### config.mk
export PLATFORM = sky130hd
export DESIGN_NAME = windowed_average_min_max_tracker_core
export DESIGN_NICKNAME = d
export VERILOG_FILES = /design/src/hw/rtl/wamm_pkg.sv /design/src/hw/rtl/wamm_ctrl.sv /design/src/hw/rtl/wamm_datapath.sv /design/src/hw/rtl/windowed_average_min_max_tracker_core.sv
export SDC_FILE = /design/constraint.sdc
export NUM_CORES = 1
export LEC_CHECK = 0
export BUFFER_PORTS_ARGS = -buffer_cell sky130_fd_sc_hd__buf_2
export CORE_MARGIN = 4
export CORE_UTILIZATION = 55
export DETAILED_ROUTE_END_ITERATION = 10
export HOLD_SLACK_MARGIN = 0.02
export MAX_ROUTING_LAYER = met4
export PLACE_DENSITY = 0.72
export SETUP_SLACK_MARGIN = 0.15
export SLEW_MARGIN = 25
export SYNTH_ARGS = -nofsm -noshare
export SYNTH_HDL_FRONTEND = slang
export SYNTH_HIERARCHICAL = 1
export SYNTH_SLANG_ARGS = --single-unit
### constraint.sdc
create_clock -name clk -period 3.7 [get_ports clk]
set_clock_uncertainty 0.1 [all_clocks]
set_input_delay 0.37 -clock clk [delete_from_list [all_inputs] [get_ports clk]]
set_output_delay 0.37 -clock clk [all_outputs]
set_load 0.05 [all_outputs]
### src/hw/rtl/wamm_pkg.sv
// Shared types, constants and control structures of the windowed average tracker.
package wamm_pkg;

	// Field widths fixed by the item formats.
	localparam int SAMPLE_W = 16;
	localparam int WIN_W    = 4;
	// A window of at most fifteen 16-bit samples needs four extra bits.
	localparam int SUM_W    = SAMPLE_W + WIN_W;

	// Defaults and reset values.
	localparam int                          RING_DEPTH_DEF = 8;
	localparam logic [WIN_W-1:0]            WINDOW_RESET   = 4'd8;
	localparam logic signed [SAMPLE_W-1:0]  MAX_RESET      = 16'sh0000;
	localparam logic signed [SAMPLE_W-1:0]  MIN_RESET      = 16'sh7FFF;

	// Input command codes.
	localparam logic CMD_SAMPLE = 1'b0;
	localparam logic CMD_CLEAR  = 1'b1;

	typedef struct packed {
		logic                        command;
		logic signed [SAMPLE_W-1:0]  sample;
	} in_item_t;

	typedef struct packed {
		logic signed [SAMPLE_W-1:0]  maximum;
		logic signed [SAMPLE_W-1:0]  minimum;
		logic signed [SAMPLE_W-1:0]  average;
		logic                        average_valid;
	} out_item_t;

	typedef enum logic [2:0] {
		ST_IDLE,
		ST_ACCUM,
		ST_DIVIDE,
		ST_SIGN,
		ST_FINISH
	} ctl_state_t;

	// Commands from the controller to the datapath.
	typedef struct packed {
		logic accept;
		logic rd_issue;
		logic div_start;
		logic div_step;
		logic sign_fix;
		logic load_out;
	} ctl_cmd_t;

	// Status from the datapath to the controller.
	typedef struct packed {
		logic is_clear;
		logic fresh;
		logic issue_done;
		logic read_pending;
		logic div_done;
		logic out_free;
	} ctl_sts_t;

endpackage

### src/hw/rtl/wamm_ctrl.sv
// Controller state machine that sequences accept, window sum, division and output.
module wamm_ctrl (
	input  logic               clk,
	input  logic               arst_n,
	input  logic               in_valid,
	output logic               in_stall,
	input  wamm_pkg::ctl_sts_t sts,
	output wamm_pkg::ctl_cmd_t cmd
);
	import wamm_pkg::*;

	ctl_state_t state_q;
	ctl_state_t state_d;

	// State register.
	always_ff @(posedge clk or negedge arst_n) begin
		if (!arst_n) begin
			state_q <= ST_IDLE;
		end else begin
			state_q <= state_d;
		end
	end

	// Next state.
	always_comb begin
		state_d = state_q;
		case (state_q)
			ST_IDLE: begin
				if (in_valid) begin
					if (sts.is_clear || !sts.fresh) begin
						state_d = ST_FINISH;
					end else begin
						state_d = ST_ACCUM;
					end
				end
			end
			ST_ACCUM: begin
				if (sts.issue_done && !sts.read_pending) begin
					state_d = ST_DIVIDE;
				end
			end
			ST_DIVIDE: begin
				if (sts.div_done) begin
					state_d = ST_SIGN;
				end
			end
			ST_SIGN: begin
				state_d = ST_FINISH;
			end
			ST_FINISH: begin
				if (sts.out_free) begin
					state_d = ST_IDLE;
				end
			end
			default: begin
				state_d = ST_IDLE;
			end
		endcase
	end

	// Commands and input stall.
	always_comb begin
		cmd      = '0;
		in_stall = 1'b1;
		case (state_q)
			ST_IDLE: begin
				in_stall   = 1'b0;
				cmd.accept = in_valid;
			end
			ST_ACCUM: begin
				cmd.rd_issue  = !sts.issue_done;
				cmd.div_start = sts.issue_done && !sts.read_pending;
			end
			ST_DIVIDE: begin
				cmd.div_step = 1'b1;
			end
			ST_SIGN: begin
				cmd.sign_fix = 1'b1;
			end
			ST_FINISH: begin
				cmd.load_out = sts.out_free;
			end
			default: begin
				cmd = '0;
			end
		endcase
	end

endmodule

### src/hw/rtl/wamm_datapath.sv
// Datapath: sample ring, running extremes, window sum, serial divider and output register.
module wamm_datapath #(
	parameter int RING_DEPTH = wamm_pkg::RING_DEPTH_DEF
) (
	input  logic                       clk,
	input  logic                       arst_n,
	input  wamm_pkg::in_item_t         in_item,
	input  logic                       cfg_we,
	input  logic [wamm_pkg::WIN_W-1:0] cfg_wdata,
	output logic                       out_valid,
	input  logic                       out_stall,
	output wamm_pkg::out_item_t        out_item,
	input  wamm_pkg::ctl_cmd_t         cmd,
	output wamm_pkg::ctl_sts_t         sts
);
	import wamm_pkg::*;

	localparam int SLOT_W    = $clog2(RING_DEPTH);
	localparam int CNT_W     = $clog2(RING_DEPTH + 1);
	localparam int DIV_CNT_W = $clog2(SUM_W);

	// Sample ring memory and its registered read port.
	logic signed [SAMPLE_W-1:0] ring_mem [RING_DEPTH];
	logic signed [SAMPLE_W-1:0] rd_data_s1;
	logic                       rd_valid_s1;

	logic [WIN_W-1:0]            window_q;
	logic [SLOT_W-1:0]           write_slot_q;
	logic [CNT_W-1:0]            stored_count_q;
	logic signed [SAMPLE_W-1:0]  max_q;
	logic signed [SAMPLE_W-1:0]  min_q;
	logic signed [SAMPLE_W-1:0]  held_avg_q;
	logic                        fresh_q;
	logic [SLOT_W-1:0]           rd_ptr_q;
	logic [WIN_W-1:0]            remain_q;
	logic [WIN_W-1:0]            div_w_q;
	logic signed [SUM_W-1:0]     sum_q;
	logic                        neg_q;
	logic [SUM_W-1:0]            mag_q;
	logic [WIN_W-1:0]            rem_q;
	logic [DIV_CNT_W-1:0]        div_cnt_q;
	logic                        out_valid_q;
	out_item_t                   out_q;

	logic [WIN_W-1:0]  w_eff;
	logic [CNT_W-1:0]  count_new;
	logic              fresh_now;
	logic              is_clear;
	logic [WIN_W:0]    trial;
	logic              trial_ge;
	logic [SUM_W-1:0]  avg_full;

	assign is_clear = (in_item.command == CMD_CLEAR);

	// Effective window: zero counts as one, capped at the ring depth.
	always_comb begin
		w_eff = window_q;
		if (window_q == '0) begin
			w_eff = WIN_W'(1);
		end
		if (int'(window_q) > RING_DEPTH) begin
			w_eff = WIN_W'(RING_DEPTH);
		end
	end

	// Fill count after this sample and whether it yields a fresh mean.
	always_comb begin
		count_new = stored_count_q;
		if (int'(stored_count_q) < RING_DEPTH) begin
			count_new = stored_count_q + CNT_W'(1);
		end
		fresh_now = (int'(count_new) >= int'(w_eff));
	end

	// Configuration register.
	always_ff @(posedge clk or negedge arst_n) begin
		if (!arst_n) begin
			window_q <= WINDOW_RESET;
		end else if (cfg_we) begin
			window_q <= cfg_wdata;
		end
	end

	// Ring write on each accepted sample.
	always_ff @(posedge clk) begin
		if (cmd.accept && !is_clear) begin
			ring_mem[write_slot_q] <= in_item.sample;
		end
	end

	// Ring read, one entry per cycle.
	always_ff @(posedge clk) begin
		if (cmd.rd_issue) begin
			rd_data_s1 <= ring_mem[rd_ptr_q];
		end
	end

	// Ring bookkeeping and running extremes.
	always_ff @(posedge clk or negedge arst_n) begin
		if (!arst_n) begin
			write_slot_q   <= '0;
			stored_count_q <= '0;
			max_q          <= MAX_RESET;
			min_q          <= MIN_RESET;
			fresh_q        <= 1'b0;
		end else if (cmd.accept) begin
			if (is_clear) begin
				max_q   <= MAX_RESET;
				min_q   <= MIN_RESET;
				fresh_q <= 1'b0;
			end else begin
				if (write_slot_q == SLOT_W'(RING_DEPTH - 1)) begin
					write_slot_q <= '0;
				end else begin
					write_slot_q <= write_slot_q + SLOT_W'(1);
				end
				stored_count_q <= count_new;
				if (in_item.sample > max_q) begin
					max_q <= in_item.sample;
				end
				if (in_item.sample < min_q) begin
					min_q <= in_item.sample;
				end
				fresh_q <= fresh_now;
			end
		end
	end

	// Window walk: read pointer steps back from the newest slot.
	always_ff @(posedge clk or negedge arst_n) begin
		if (!arst_n) begin
			remain_q    <= '0;
			rd_valid_s1 <= 1'b0;
		end else begin
			rd_valid_s1 <= cmd.rd_issue;
			if (cmd.accept) begin
				remain_q <= w_eff;
			end else if (cmd.rd_issue) begin
				remain_q <= remain_q - WIN_W'(1);
			end
		end
	end

	always_ff @(posedge clk) begin
		if (cmd.accept) begin
			rd_ptr_q <= write_slot_q;
			div_w_q  <= w_eff;
			sum_q    <= '0;
		end else begin
			if (cmd.rd_issue) begin
				if (rd_ptr_q == '0) begin
					rd_ptr_q <= SLOT_W'(RING_DEPTH - 1);
				end else begin
					rd_ptr_q <= rd_ptr_q - SLOT_W'(1);
				end
			end
			if (rd_valid_s1) begin
				sum_q <= sum_q + {{(SUM_W - SAMPLE_W){rd_data_s1[SAMPLE_W-1]}}, rd_data_s1};
			end
		end
	end

	// Restoring division of the sum magnitude, one quotient bit per cycle.
	assign trial    = {rem_q, mag_q[SUM_W-1]};
	assign trial_ge = (trial >= {1'b0, div_w_q});

	always_ff @(posedge clk) begin
		if (cmd.div_start) begin
			neg_q     <= sum_q[SUM_W-1];
			mag_q     <= sum_q[SUM_W-1] ? SUM_W'(-sum_q) : SUM_W'(sum_q);
			rem_q     <= '0;
			div_cnt_q <= DIV_CNT_W'(SUM_W - 1);
		end else if (cmd.div_step) begin
			if (trial_ge) begin
				rem_q <= WIN_W'(trial - {1'b0, div_w_q});
			end else begin
				rem_q <= WIN_W'(trial);
			end
			mag_q     <= {mag_q[SUM_W-2:0], trial_ge};
			div_cnt_q <= div_cnt_q - DIV_CNT_W'(1);
		end
	end

	// Restore the sign of the quotient, which truncates toward zero.
	assign avg_full = neg_q ? (~mag_q + SUM_W'(1)) : mag_q;

	always_ff @(posedge clk or negedge arst_n) begin
		if (!arst_n) begin
			held_avg_q <= '0;
		end else if (cmd.sign_fix) begin
			held_avg_q <= avg_full[SAMPLE_W-1:0];
		end
	end

	// Output register; it holds while the item is stalled.
	always_ff @(posedge clk or negedge arst_n) begin
		if (!arst_n) begin
			out_valid_q <= 1'b0;
		end else if (cmd.load_out) begin
			out_valid_q <= 1'b1;
		end else if (!out_stall) begin
			out_valid_q <= 1'b0;
		end
	end

	always_ff @(posedge clk) begin
		if (cmd.load_out) begin
			out_q.maximum       <= max_q;
			out_q.minimum       <= min_q;
			out_q.average       <= held_avg_q;
			out_q.average_valid <= fresh_q;
		end
	end

	assign out_valid = out_valid_q;
	assign out_item  = out_q;

	// Status toward the controller.
	always_comb begin
		sts.is_clear     = is_clear;
		sts.fresh        = fresh_now;
		sts.issue_done   = (remain_q == '0);
		sts.read_pending = rd_valid_s1;
		sts.div_done     = (div_cnt_q == '0);
		sts.out_free     = !out_valid_q || !out_stall;
	end

endmodule

### src/hw/rtl/windowed_average_min_max_tracker_core.sv
// Top level of the windowed average tracker with running maximum and minimum.
//
//   Channel  Direction  Handshake            Payload
//   input    in         in_valid / in_stall  in_item  (command, sample)
//   output   out        out_valid/out_stall  out_item (maximum, minimum, average, average_valid)
//   config   in         cfg_we               cfg_wdata (window_length)
//
// One item is worked at a time. A clear, or a sample that gives no fresh mean,
// goes straight to the output register; a sample with a fresh mean first passes
// the one-read-per-cycle ring walk over the window and the 20-step serial divider.
// Reset clears all control state; the ring memory is not cleared.
// A stalled output item holds; the block finishes its item into the output
// register as soon as that register is free.
module windowed_average_min_max_tracker_core #(
	parameter int RING_DEPTH = wamm_pkg::RING_DEPTH_DEF
) (
	input  logic                       clk,
	input  logic                       arst_n,
	input  logic                       in_valid,
	output logic                       in_stall,
	input  wamm_pkg::in_item_t         in_item,
	output logic                       out_valid,
	input  logic                       out_stall,
	output wamm_pkg::out_item_t        out_item,
	input  logic                       cfg_we,
	input  logic [wamm_pkg::WIN_W-1:0] cfg_wdata
);
	import wamm_pkg::*;

	ctl_cmd_t cmd;
	ctl_sts_t sts;

	// Sequencer.
	wamm_ctrl u_ctrl (
		.clk      (clk),
		.arst_n   (arst_n),
		.in_valid (in_valid),
		.in_stall (in_stall),
		.sts      (sts),
		.cmd      (cmd)
	);

	// Storage and arithmetic.
	wamm_datapath #(
		.RING_DEPTH (RING_DEPTH)
	) u_datapath (
		.clk       (clk),
		.arst_n    (arst_n),
		.in_item   (in_item),
		.cfg_we    (cfg_we),
		.cfg_wdata (cfg_wdata),
		.out_valid (out_valid),
		.out_stall (out_stall),
		.out_item  (out_item),
		.cmd       (cmd),
		.sts       (sts)
	);

endmodule

# == Word level (Yosys, flattened, before mapping) ==
# Memory sizes are Yosys's and may differ from the RTL's. A register that Yosys moved wholly into a read port is not among the register bits.
# Cells that the tools add are included.
# totals
ff_bits,175
mem_bits_rw,128
out_inout_bits,51
wordCells,108
memories,1
# mem_list
name,words,word_bits,read_ports,rd_clocked_by_memory_dff,wr,line_no,text
u_datapath.ring_mem,8,16,1,1,1,wamm_datapath.sv:23,logic signed [SAMPLE_W-1:0] ring_mem [RING_DEPTH];
# op_classes
n_addsub,9
n_lt_le_gt_ge,6
n_eq_ne,10
muxes,35
bitwise_logic,2
n_reduce_logical,23
# ops
cell,n
$mux 16,5
$mux 20,3
$mux 3,9
$mux 4,6
$add 20x20->20,1
$neg 20->20,1
$add 16x1->16 const B,1
$gt 16x16->1,1
$lt 16x16->1,1
$not 16->16,1
$pmux 3 s5,1
$mux 1,10
$logic_not 4->1,2
$reduce_bool 2->1,4
$eq 3x2->1 const B,2
$eq 3x3->1 const B,2
$logic_not 1->1,6
$logic_not 3->1,2
$ne 2x1->1 const B,3
$reduce_and 2->1,3
$ge 5x4->1,1
$logic_not 5->1,1
$sub 5x1->5 const B,1
$add 4x1->4 const B,1
other kinds (14),17

# == Depth between registers and ports, before layout ==
# Gate-level depths: netlist (run 1).
# logic_depth
ltp_word,9
mapped_depth,12
depth_no_buf,11

# == Cells and area by module ==
# The synthesis (run 1) kept the hierarchy.
# modules_own_cells
module,instances,cells_each,area_per_inst_um2
wamm_datapath,1,1164,14973.1
wamm_ctrl,1,27,217.7

# == Worst setup path after synthesis (run 1) ==
# OpenSTA, ideal clock, no wires.
# synth_path
path_type,register to register
from,register u_ctrl.state_q[2]
to,"memory u_datapath.ring_mem[0][0], enable pin"
arrival_time_ns,3.465
slack_ns,-0.295
path_stages_with_launch,7
path_buffers,2
cell_sequence,dfrtp_1 -> or3_4 -> nor2_1 -> clkbuf_1 -> nand2b_1 -> clkbuf_1 -> nor4_1
# synth_lines
item,line_no,text
from (decl),wamm_ctrl.sv:12,ctl_state_t state_q;
from (signal assigned),wamm_ctrl.sv:20,state_q <= state_d;
to (decl),wamm_datapath.sv:23,

# == Worst setup path in the final report (run 1) ==
# layout_path
from,register u_datapath.min_q[9]
to,register u_datapath.min_q[15]
# layout_between
elab_chain_len,3
# layout_rtl
item,line_no,text
from (decl),wamm_datapath.sv:31,logic signed [SAMPLE_W-1:0] min_q;
from (signal assigned),wamm_datapath.sv:122,min_q <= in_item.sample;
$lt 16x16->1,wamm_datapath.sv:121,if (in_item.sample < min_q) begin
$reduce_bool 2->1 (no line),-,
$reduce_and 2->1 (no line),-,
# No other way between the ends.
# A chain may end at the register's enable or synchronous reset.

==> reports/metrics.csv, run 1 <==
stage;metric;value;unit
pwr;Max IR drop VDD;0.000657;V
synth;Top FF cell, synth;edfxtp_1;
setup_path;kind of critical path;flip-flop to flip-flop;
clocking;H-tree depth;2;
clocking;Post-CTS Setup Repair Bufs;0;
timing;FMAX;347;MHz
detailed_routing;first-pass detailed-route iteration total;5;
die;Core Area;27000;µm²
detailed_routing;routed wire length on met3;1.69;mm
die;die area;30300;µm²
pwr;total power draw;14300;µW
detailed_routing;WL met1;14.1;mm
synth;Yosys warning count;6;
clocking;clk slew on worst S/H paths;60;ps
place;hpwl dp;21.6;mm
place;Setup WS pre-CTS;867;ps
layout;number of nets in the layout;1378;
detailed_routing;Highest Signal Layer;met4;
min_path;hold path start;in_valid;
global_routing;Overflow after GRT;0;
clocking;Root Buffer;clkbuf_16;
timing;Sum Neg Setup Slack;0;ps
detailed_routing;Detail Route met2 WL;16.0;mm
place;GPL Wtd Cong;0.891;
synth;Syn Inst Count;1191;
detailed_routing;via count;9811;
timing;Slew Viols, Final;0;
synth;syn_nets;1286;
synth;EDFF count, synth;221;
synth;synthesis-stage register bit count;319;
synth;post-synthesis area per instance;12.8;µm²
layout;commonest cells after routing, fill and taps aside;edfxtp_1, nor2_1, buf_2;
synth;Distinct cells, synth;75;
global_routing;initial antenna violation count;1;
pwr;Lkg Pwr;0.00661;µW
timing;RSZ-0062 raised after global routing;false;
timing;Setup WS post-layout;817;ps
clocking;Num CTS Buffers;34;
die;overall die height;174;µm
timing;worst slew pin tran;1080;ps
layout;share of cells above drive strength 1;0.202;
clocking;worst-case clock buffer depth;3;
clocking;CTS tree;yes;
die;Core Rows;60;
pwr;PwrDens;829;nW/µm²
clocking;Skew-Pair Late Insertion Delay;510;ps
global_routing;largest net degree at the start of global routing;68;
detailed_routing;WL final;32.4;mm
setup_path;startpoint types;flip-flop;
global_routing;global-route wire length before repair;52.6;mm
setup_path;critical path peak fanout;17;
run;Max-cap violations;0;
setup_path;WP data required;4040;ps
place;Port Buffers;76;
timing;Setup Viol. Count Final;0;
synth;asr flop ratio synth;0.216;
clocking;Sink Count;319;
timing;Slew HR;0.273;
detailed_routing;DRC;0;
clocking;PostCTS Resize Cnt;0;
layout;Area growth, synth to finish;13.5;%
detailed_routing;drt initial violations;703;
detailed_routing;post-route ant nets;0;
die;I/O pins;77;
setup_path;Worst Setup SP;u_datapath/min_q[9];
detailed_routing;drt via density;5.94;
setup_path;CP Capture Type;flip-flop;
detailed_routing;drt wl/cell;19.6;µm
timing;fin crit share;0.779;
layout;commonest non-fill, non-tap cell in the layout;edfxtp_1;
clocking;# hold bufs at CTS;7;
global_routing;vias in the first global route;9708;
die;die width;174;µm
synth;Seq/Total Area, Yosys;0.590;
timing;Tmin final;2880;ps
die;Starting Density;0.562;
synth;cell area after synthesis;15200;µm²
global_routing;GRT Overall Usage;0.221;
setup_path;RR Startpoint;u_datapath/min_q[9];
layout;Layout Utilization;0.638;
setup_path;CP Data Arrival Time;3230;ps
run_status;status;finished, final reports clean;
timing;final hold violations;0;
min_path;worst hold path class;primary input to flip-flop;
power by group:
group / switching [µW] / leakage (µW) / internal, µW
sequential: 722 / 0.00311 / 4910
clock: 1370 / 0.000556 / 2090
combinational: 3190 / 0.00295 / 2010
total: 5280 / 0.00661 / 9000
state kept, by name, summed over array words and instances (netlist names), 3 cells and up:
register                   count
u_datapath/window_q            4
u_datapath/write_slot_q        3
u_datapath/min_q              16
u_datapath/held_avg_q         16
u_datapath/div_cnt_q           5
u_datapath/remain_q            4
u_datapath/stored_count_q      4
u_datapath/rd_ptr_q            3
u_datapath/rem_q               4
u_datapath/max_q              16
u_ctrl/state_q                 3
u_datapath/rd_data_s1         16
u_datapath/mag_q              20
u_datapath/div_w_q             4
u_datapath/ring_mem          128
u_datapath/out_item           49
u_datapath/sum_q              20
layout make-up:
class / count / area [µm²]
clock inverters: 22 / 255
inverters: 67 / 251
multi-input cells: 749 / 5780
fillers: 1984 / 9780
well taps: 341 / 427
flip-flops and latches: 319 / 8960
diodes: 1 / 2.50
repair buffers: 112 / 668
clock buffers: 40 / 893
kinds of logic after synthesis:
family	synth area share
compound gates	0.109
xor+xnor	0.0294
fa+ha+maj	0.0578
buf+inv	0.0325
flops	0.590
mux	0.0774
simple gates	0.103
Yosys cell counts, types with 5 or more instances:
| library cell | instances | area share |
|---|---|---|
| buf_4 | 7 | 0.0035 |
| xnor2_1 | 19 | 0.011 |
| ha_1 | 67 | 0.055 |
| nand2b_1 | 20 | 0.0082 |
| o31ai_1 | 9 | 0.0044 |
| mux2i_1 | 14 | 0.0092 |
| o2111ai_1 | 17 | 0.0098 |
| o311ai_0 | 20 | 0.012 |
| or3_1 | 8 | 0.0033 |
| clkbuf_1 | 40 | 0.0099 |
| a21oi_1 | 60 | 0.020 |
| mux2_2 | 28 | 0.021 |
| xor2_1 | 32 | 0.018 |
| o21ai_0 | 29 | 0.0096 |
| a211oi_1 | 21 | 0.010 |
| dfstp_2 | 16 | 0.028 |
| nor2b_1 | 21 | 0.0086 |
| a2111oi_0 | 13 | 0.0075 |
| a21o_1 | 18 | 0.0089 |
| edfxtp_1 | 221 | 0.44 |
| nand3_1 | 13 | 0.0043 |
| inv_1 | 66 | 0.016 |
| or4_1 | 6 | 0.0030 |
| o211ai_1 | 5 | 0.0025 |
| o21a_1 | 9 | 0.0044 |
| mux4_2 | 32 | 0.047 |
| nand2_1 | 74 | 0.018 |
| dfxtp_1 | 29 | 0.038 |
| nor2_1 | 109 | 0.027 |
| dfrtp_1 | 53 | 0.087 |
| nand4_1 | 11 | 0.0045 |
| nor3_1 | 20 | 0.0066 |
routing by layer:
layer	up-vias	track usage
met4	0	0.0534
met1	4821	0.291
met2	273	0.362
met3	46	0.0374
li1	4671	-
met5	-	-
worst max-delay path: stages (launching register included):
cell and delay [ps]:
dfstp_2 550, inv_1 40, ha_1 280, a21o_1 110, a21o_1 100, a21oi_1 60, o21ai_1 830, a21o_1 510
a221o_1 240
stage by stage:
stage | instance area, µm² | hold WS [ps] | cells
global placement | 16000 | 330 | 1581
CTS | 17200 | 47.7 | 1650
detailed placement | 16000 | 334 | 1581
floorplan | 15200 | -25.6 | 1191
finish | 17200 | 71.6 | 1651
global route | 17200 | 57.2 | 1651
worst paths after layout:
path	to	slack (ps)	cells after the start
min	u_ctrl/state_q[0]	70	3
min in group asynchronous	u_datapath/held_avg_q[7]	390	2
min reg2reg	u_datapath/out_item[14]	350	0
max in group asynchronous	u_datapath/min_q[9]	2090	3
max	u_datapath/min_q[15]	820	8
max reg2reg	u_datapath/min_q[15]	820	8
Note: power is estimated with default switching activity, not from simulation.
==> inputs of run 2 (changes only) <==
ABC_AREA = 1   (was not set)
clock period = 2.6 ns   (was 3.7 ns; I/O delays follow)
==> run 2 against run 1 <==
Effect of this change:
- synthesized area increased by 0.29%
- core utilization increased by 0.50 points
- via count increased by 11%
- worst setup slack got worse by 510 ps
- sequential share of layout area decreased by 0.54 points
- critical path type unchanged
- critical endpoint is now u_datapath/mag_q[18]
- largest cell class unchanged
==> reports/metrics.csv, run 2 <==
stage;metric;value;unit
setup_path;WP data required;2690;ps
synth;Seq/Total Area, Yosys;0.588;
setup_path;CP Capture Type;flip-flop;
layout;Layout Utilization;0.643;
timing;worst slew pin tran;869;ps
clocking;H-tree depth;2;
detailed_routing;drt via density;5.38;
pwr;share of power burned in registers;0.384;
min_path;hold path start;in_item[1];
timing;Tmin final;2290;ps
synth;largest cells by area after synthesis;edfxtp_1, dfrtp_1, nand2_1;
layout;FF/Latch Area;8960;µm²
detailed_routing;via count;10900;
setup_path;critical path peak fanout;20;
run_status;status;finished, final reports clean;
detailed_routing;first-pass detailed-route iteration total;5;
setup_path;Worst Setup SP;u_datapath/remain_q[0];
min_path;worst hold path class;primary input to flip-flop;
setup_path;CP Data Arrival Time;2370;ps
detailed_routing;DRC;0;
setup_path;Slowest cell on crit path;dfrtp_1;
setup_path;kind of critical path;flip-flop to flip-flop;
layout;max reg flops;128;
clocking;Sink Count;319;
timing;Slew HR;0.421;
global_routing;GRT Overall Usage;0.225;
pwr;Comb pwr share;0.392;
clocking;Root Buffer;clkbuf_16;
synth;Syn Inst Count;1521;
timing;Setup Viol. Count Final;0;
die;Core Area;27100;µm²
global_routing;largest net degree at the start of global routing;66;
timing;Slew Viols, Final;0;
synth;post-synthesis area per instance;10.0;µm²
die;Starting Density;0.562;
synth;most frequent cell after synthesis;nand2_1;
pwr;Sw Ratio;0.399;
place;Setup WS pre-CTS;250;ps
layout;commonest cells after routing, fill and taps aside;nand2_1, edfxtp_1, nor2_1;
synth;Yosys warning count;6;
layout;Reg with most FFs;u_datapath/ring_mem;
synth;EDFF count, synth;221;
layout;Area growth, synth to finish;14.4;%
clocking;Skew-Pair Late Insertion Delay;520;ps
setup_path;startpoint types;flip-flop;
detailed_routing;drt wl/cell;16.5;µm
layout;commonest non-fill, non-tap cell in the layout;nand2_1;
global_routing;initial antenna violation count;0;
clocking;worst-case clock buffer depth;3;
timing;RSZ-0062 raised after global routing;false;
setup_path;RR Startpoint;u_datapath/remain_q[0];
layout;multi-input logic area;5520;µm²
timing;fin crit share;0.880;
timing;Sum Neg Setup Slack;0;ps
die;die width;174;µm
die;die area;30400;µm²
setup_path;critical path, cell by cell;inv_1 -> ha_1 -> inv_1 -> nor3_1 -> nand2_1 -> nor2_1 -> buf_4 -> nor2_1 -> inv_1 -> buf_4;
run;Max-cap violations;0;
synth;Post-synth top cells;nand2_1, edfxtp_1, nor2_1;
pwr;Psw;8210;µW
layout;number of nets in the layout;1720;
timing;Setup WS post-layout;312;ps
detailed_routing;WL final;33.4;mm
place;Placed Area;16200;µm²
setup_path;most frequent CP cell;inv_1;
synth;cell area after synthesis;15200;µm²
pwr;Power Internal;12300;µW
timing;final hold violations;0;
global_routing;global-route wire length before repair;54.2;mm
clocking;clk slew on worst S/H paths;60;ps
die;overall die height;174;µm
timing;FMAX;437;MHz
pwr;PwrDens;1180;nW/µm²
die;I/O pins;77;
detailed_routing;post-route ant nets;0;
pwr;Lkg Pwr;0.00736;µW
place;GPL Wtd Cong;0.882;
die;Core Rows;60;
global_routing;Overflow after GRT;0;
synth;cell taking the most area after synthesis;edfxtp_1;
layout;final instance area;17400;µm²
layout;Antenna Cells;0;
clocking;Num CTS Buffers;35;
synth;syn_nets;1616;
synth;top-area cell type share of the netlist area;0.436;
synth;synthesis-stage register bit count;319;
synth;asr flop ratio synth;0.216;
pwr;Clock power frac;0.224;
place;Port Buffers;76;
global_routing;vias in the first global route;10700;
layout;share of cells above drive strength 1;0.150;
pwr;Max IR drop VDD;0.000645;V
place;hpwl dp;21.9;mm
setup_path;CP max stage delay;410;ps
synth;Top FF cell, synth;edfxtp_1;
pwr;total power draw;20500;µW
detailed_routing;drt initial violations;780;
synth;Distinct cells, synth;60;
clocking;CTS tree;yes;
layout;fill count;2132;
==> run 2: cell types whose count changed after synthesis, sizes merged, moves of 17 or more <==
cell,delta
nand2,+197
o21ai,+111
nor2,+100
inv,+92
nand3,+57
mux4,-32
mux2,-28
a211oi,-21
a31oi,+21
nor2b,-21
nand2b,-20
o311ai,-19
xnor2,-17
==> run 2: worst paths after layout <==
path	slack, ps	cells after the start	to
min	30	1	u_datapath/ring_mem[5][1]
min in group asynchronous	280	2	u_datapath/held_avg_q[13]
max in group asynchronous	1480	2	u_datapath/out_valid
min reg2reg	350	2	u_datapath/rem_q[3]
max	310	10	u_datapath/mag_q[18]
max reg2reg	310	10	u_datapath/mag_q[18]
==> run 2: critical path, delay by kind of cell, from the launching register on <==
family                     cells  cell delay (ps)
buffers and inverters          5              720
DFF                            1              410
and+or+nand+nor                4              590
adders and majority gates      1              130
==> run 2: cells by family (layout without fill, tap and decap cells) <==
logic type               after synthesis  in the layout  synth area share
AO/OA/AOI/OAI                        271            271            0.0996
XOR/XNOR                              39             39            0.0237
AND/OR/NAND/NOR                      611            611             0.174
flip-flops                           319            319             0.588
buffers and inverters                212            343            0.0564
adder cells (fa/ha/maj)               69             69            0.0577
==> run 2: area by class of cell <==
cell class,count,area share
clock buffer,51,0.0554
clock inverter,13,0.00646
sequential,319,0.514
tap,372,0.0267
timing repair buffer,121,0.0464
multi-input combinational,990,0.317
inverter,158,0.0340
==> run 2: power groups by stage <==
stage / combinational (µW) / clock (µW) / sequential [µW]
after floorplan: 5640 / 0 / 8210
after CTS: 8040 / 4700 / 7880
after detailed placement: 7940 / 0 / 7960
final: 8060 / 4600 / 7890
after global placement: 7740 / 0 / 7920
after global routing: 9130 / 4940 / 8020
==> run 2: repair_timing <==
item                                   CTS  global route
buffers inserted                         0             2
setup endpoints to repair                0            81
hold buffers                            15             0
resized for setup                        0             3
endpoints found under the hold margin   54             0
==> run 2: stage by stage <==
| step | instances | hold slack [ps] |
|---|---|---|
| 6_report | 2024 | 30.6 |
| 5_1_grt | 2024 | 27.0 |
| 4_1_cts | 2022 | 20.6 |
| 3_5_place_dp | 1943 | 315 |
| 3_3_place_gp | 1943 | 312 |
| 2_1_floorplan | 1521 | -136 |
==> run 2: routing by layer <==
layer | GRT usage | share of wire | up-vias
li1 | - | - | 5397
met1 | 0.281 | 0.43 | 5155
met2 | 0.382 | 0.49 | 272
met3 | 0.0289 | 0.045 | 75
met4 | 0.0785 | 0.032 | 0
met5 | - | 0 | -
==> inputs of run 3 (changes only) <==
CELL_PAD_IN_SITES_DETAIL_PLACEMENT = 1   (was not set)
CELL_PAD_IN_SITES_GLOBAL_PLACEMENT = 1   (was not set)
CORE_UTILIZATION = 44   (was 55)
==> run 3 against run 2 <==
Effect of this change:
- first-iteration DRC count decreased by 37%
- count of clock-buffer cells in the layout decreased by 1
- largest cell class unchanged
- global-route usage fell by 0.70 points
- sequential power rose by 0.6%
- worst setup slack worse by 41 ps
- maximum frequency down 1.7%
- die area is 24% higher
- hold slack better by 15 ps
- sequential cell count did not move
- critical path depth increased by 3
==> reports/metrics.csv, run 3 (synthesized netlist as in run 2, its figures left out) <==
stage;metric;value;unit
layout;Reg with most FFs;u_datapath/ring_mem;
min_path;Hold Path Depth;3;
place;Setup WS pre-CTS;142;ps
pwr;Clock power frac;0.236;
place;Port Buffers;76;
die;Core Rows;67;
min_path;worst hold path class;primary input to flip-flop;
die;die area;37700;µm²
detailed_routing;DRC;0;
timing;fin crit share;0.896;
detailed_routing;WL final;40.5;mm
global_routing;vias in the first global route;11900;
layout;Area growth, synth to finish;16.8;%
timing;worst slew pin tran;930;ps
global_routing;GRT Overall Usage;0.218;
setup_path;critical path peak fanout;4;
clocking;H-tree depth;2;
setup_path;critical path, cell by cell;ha_1 -> nand2_1 -> o21ai_0 -> ha_1 -> inv_1 -> nor2_1 -> o211ai_1 -> nand3_1 -> inv_1 -> nor2_1 -> o22ai_1 -> nand2_1 -> nand2_1;
global_routing;largest net degree at the start of global routing;67;
setup_path;kind of critical path;flip-flop to flip-flop;
detailed_routing;drt initial violations;492;
run_status;status;finished, final reports clean;
die;overall die height;194;µm
clocking;CTS tree;yes;
pwr;total power draw;21500;µW
detailed_routing;drt wl/cell;19.2;µm
timing;final hold violations;0;
setup_path;path depth of the worst reg2reg path;13;
run;Max-cap violations;0;
detailed_routing;first-pass detailed-route iteration total;4;
timing;Setup WS post-layout;271;ps
layout;commonest cells after routing, fill and taps aside;nand2_1, edfxtp_1, nor2_1;
global_routing;initial antenna violation count;0;
setup_path;startpoint types;flip-flop;
layout;max reg flops;128;
setup_path;CP Data Arrival Time;2650;ps
layout;share of cells above drive strength 1;0.160;
clocking;Sink Count;319;
pwr;Psw;8680;µW
clocking;worst-case clock buffer depth;3;
setup_path;R2R Setup Slk;270;ps
pwr;share of power burned in registers;0.369;
layout;Layout Utilization;0.525;
global_routing;Overflow after GRT;0;
detailed_routing;via count;11200;
die;Starting Density;0.450;
timing;Tmin final;2330;ps
pwr;Power Internal;12900;µW
setup_path;CP Capture Type;flip-flop;
place;placed cells;2026;
setup_path;Slowest cell on crit path;dfrtp_1;
timing;Setup Viol. Count Final;0;
die;I/O pins;77;
timing;FMAX;429;MHz
layout;non-filler cells, final;2116;
setup_path;CP max stage delay;430;ps
die;die width;194;µm
timing;Slew Viols, Final;0;
layout;commonest non-fill, non-tap cell in the layout;nand2_1;
clocking;clk slew on worst S/H paths;60;ps
pwr;Sw Ratio;0.403;
clocking;Root Buffer;clkbuf_16;
setup_path;most frequent CP cell;nand2_1;
die;Core Area;33900;µm²
place;hpwl dp;27.1;mm
layout;number of nets in the layout;1734;
timing;Slew HR;0.380;
global_routing;global-route wire length before repair;64.4;mm
pwr;Comb pwr share;0.395;
clocking;Num CTS Buffers;36;
pwr;PwrDens;1210;nW/µm²
clocking;Skew-Pair Late Insertion Delay;540;ps
pwr;Lkg Pwr;0.00746;µW
pwr;Max IR drop VDD;0.000615;V
detailed_routing;drt via density;5.29;
timing;RSZ-0062 raised after global routing;true;
detailed_routing;post-route ant nets;0;
setup_path;WP data required;2920;ps
place;GPL Wtd Cong;0.813;
run 3: power by group through the flow:
stage / clock [µW] / combinational [µW] / sequential [µW]
after floorplan: 0 / 5640 / 8210
after global placement: 0 / 7990 / 7970
after detailed placement: 0 / 8320 / 8020
after CTS: 5220 / 8450 / 7940
after global routing: 5470 / 9610 / 8070
final: 5090 / 8500 / 7940
run 3: per-stage QoR:
step                      hold slack (ps)  TNS, ps  area (µm²)
final                                45.2        0       17800
after CTS                            26.6        0       17700
after global placement                333        0       16300
after global routing                 35.0        0       17800
after floorplan                      -136   -12340       15300
after detailed placement              312        0       16300
run 3: worst paths after layout:
path / from / end
setup / recovery: u_datapath/stored_count_q[0] / u_ctrl/state_q[2]
hold / removal: in_item[2] / u_datapath/max_q[2]
setup reg to reg: u_datapath/stored_count_q[0] / u_ctrl/state_q[2]
hold reg to reg: u_datapath/held_avg_q[11] / u_datapath/out_item[12]
max in group asynchronous: arst_n / u_datapath/out_valid
min in group asynchronous: arst_n / u_datapath/held_avg_q[15]
run 3: worst max-delay path: cells and delay by family (launching register included):
kind,cells,cell delay [ps]
AO/OA/AOI/OAI,3,340
flip-flops,1,430
AND/OR/NAND/NOR,6,620
buffers and inverters,2,110
adder cells (fa/ha/maj),2,640
run 3: final cells by class:
type | count | area (µm²)
Antenna cell | 1 | 2.50
Clock buffer | 50 | 1020
Clock inverter | 16 | 170
Fill cell | 3780 | 16100
Inverter | 158 | 597
Multi-Input combinational cell | 990 | 5560
Sequential cell | 319 | 8960
Tap cell | 448 | 561
Timing Repair Buffer | 133 | 917
Timing Repair inverter | 1 | 7.51
run 3: timing repair:
item,in CTS,in global routing
pin swaps,0,3
endpoints found under the hold margin,74,0
gates resized for setup,1,15
buffers inserted,0,5
hold buffers,17,0
endpoints found under the setup margin,47,164
gates cloned,0,1
run 3: per-layer routing:
metal,part of all wire,global-route usage,up-vias,wire length (µm)
li1,-,-,5417,-
met1,0.43,0.264,5532,17200
met2,0.51,0.382,180,20800
met3,0.035,0.0297,64,1400
met4,0.027,0.0667,0,1100
met5,0,-,-,0
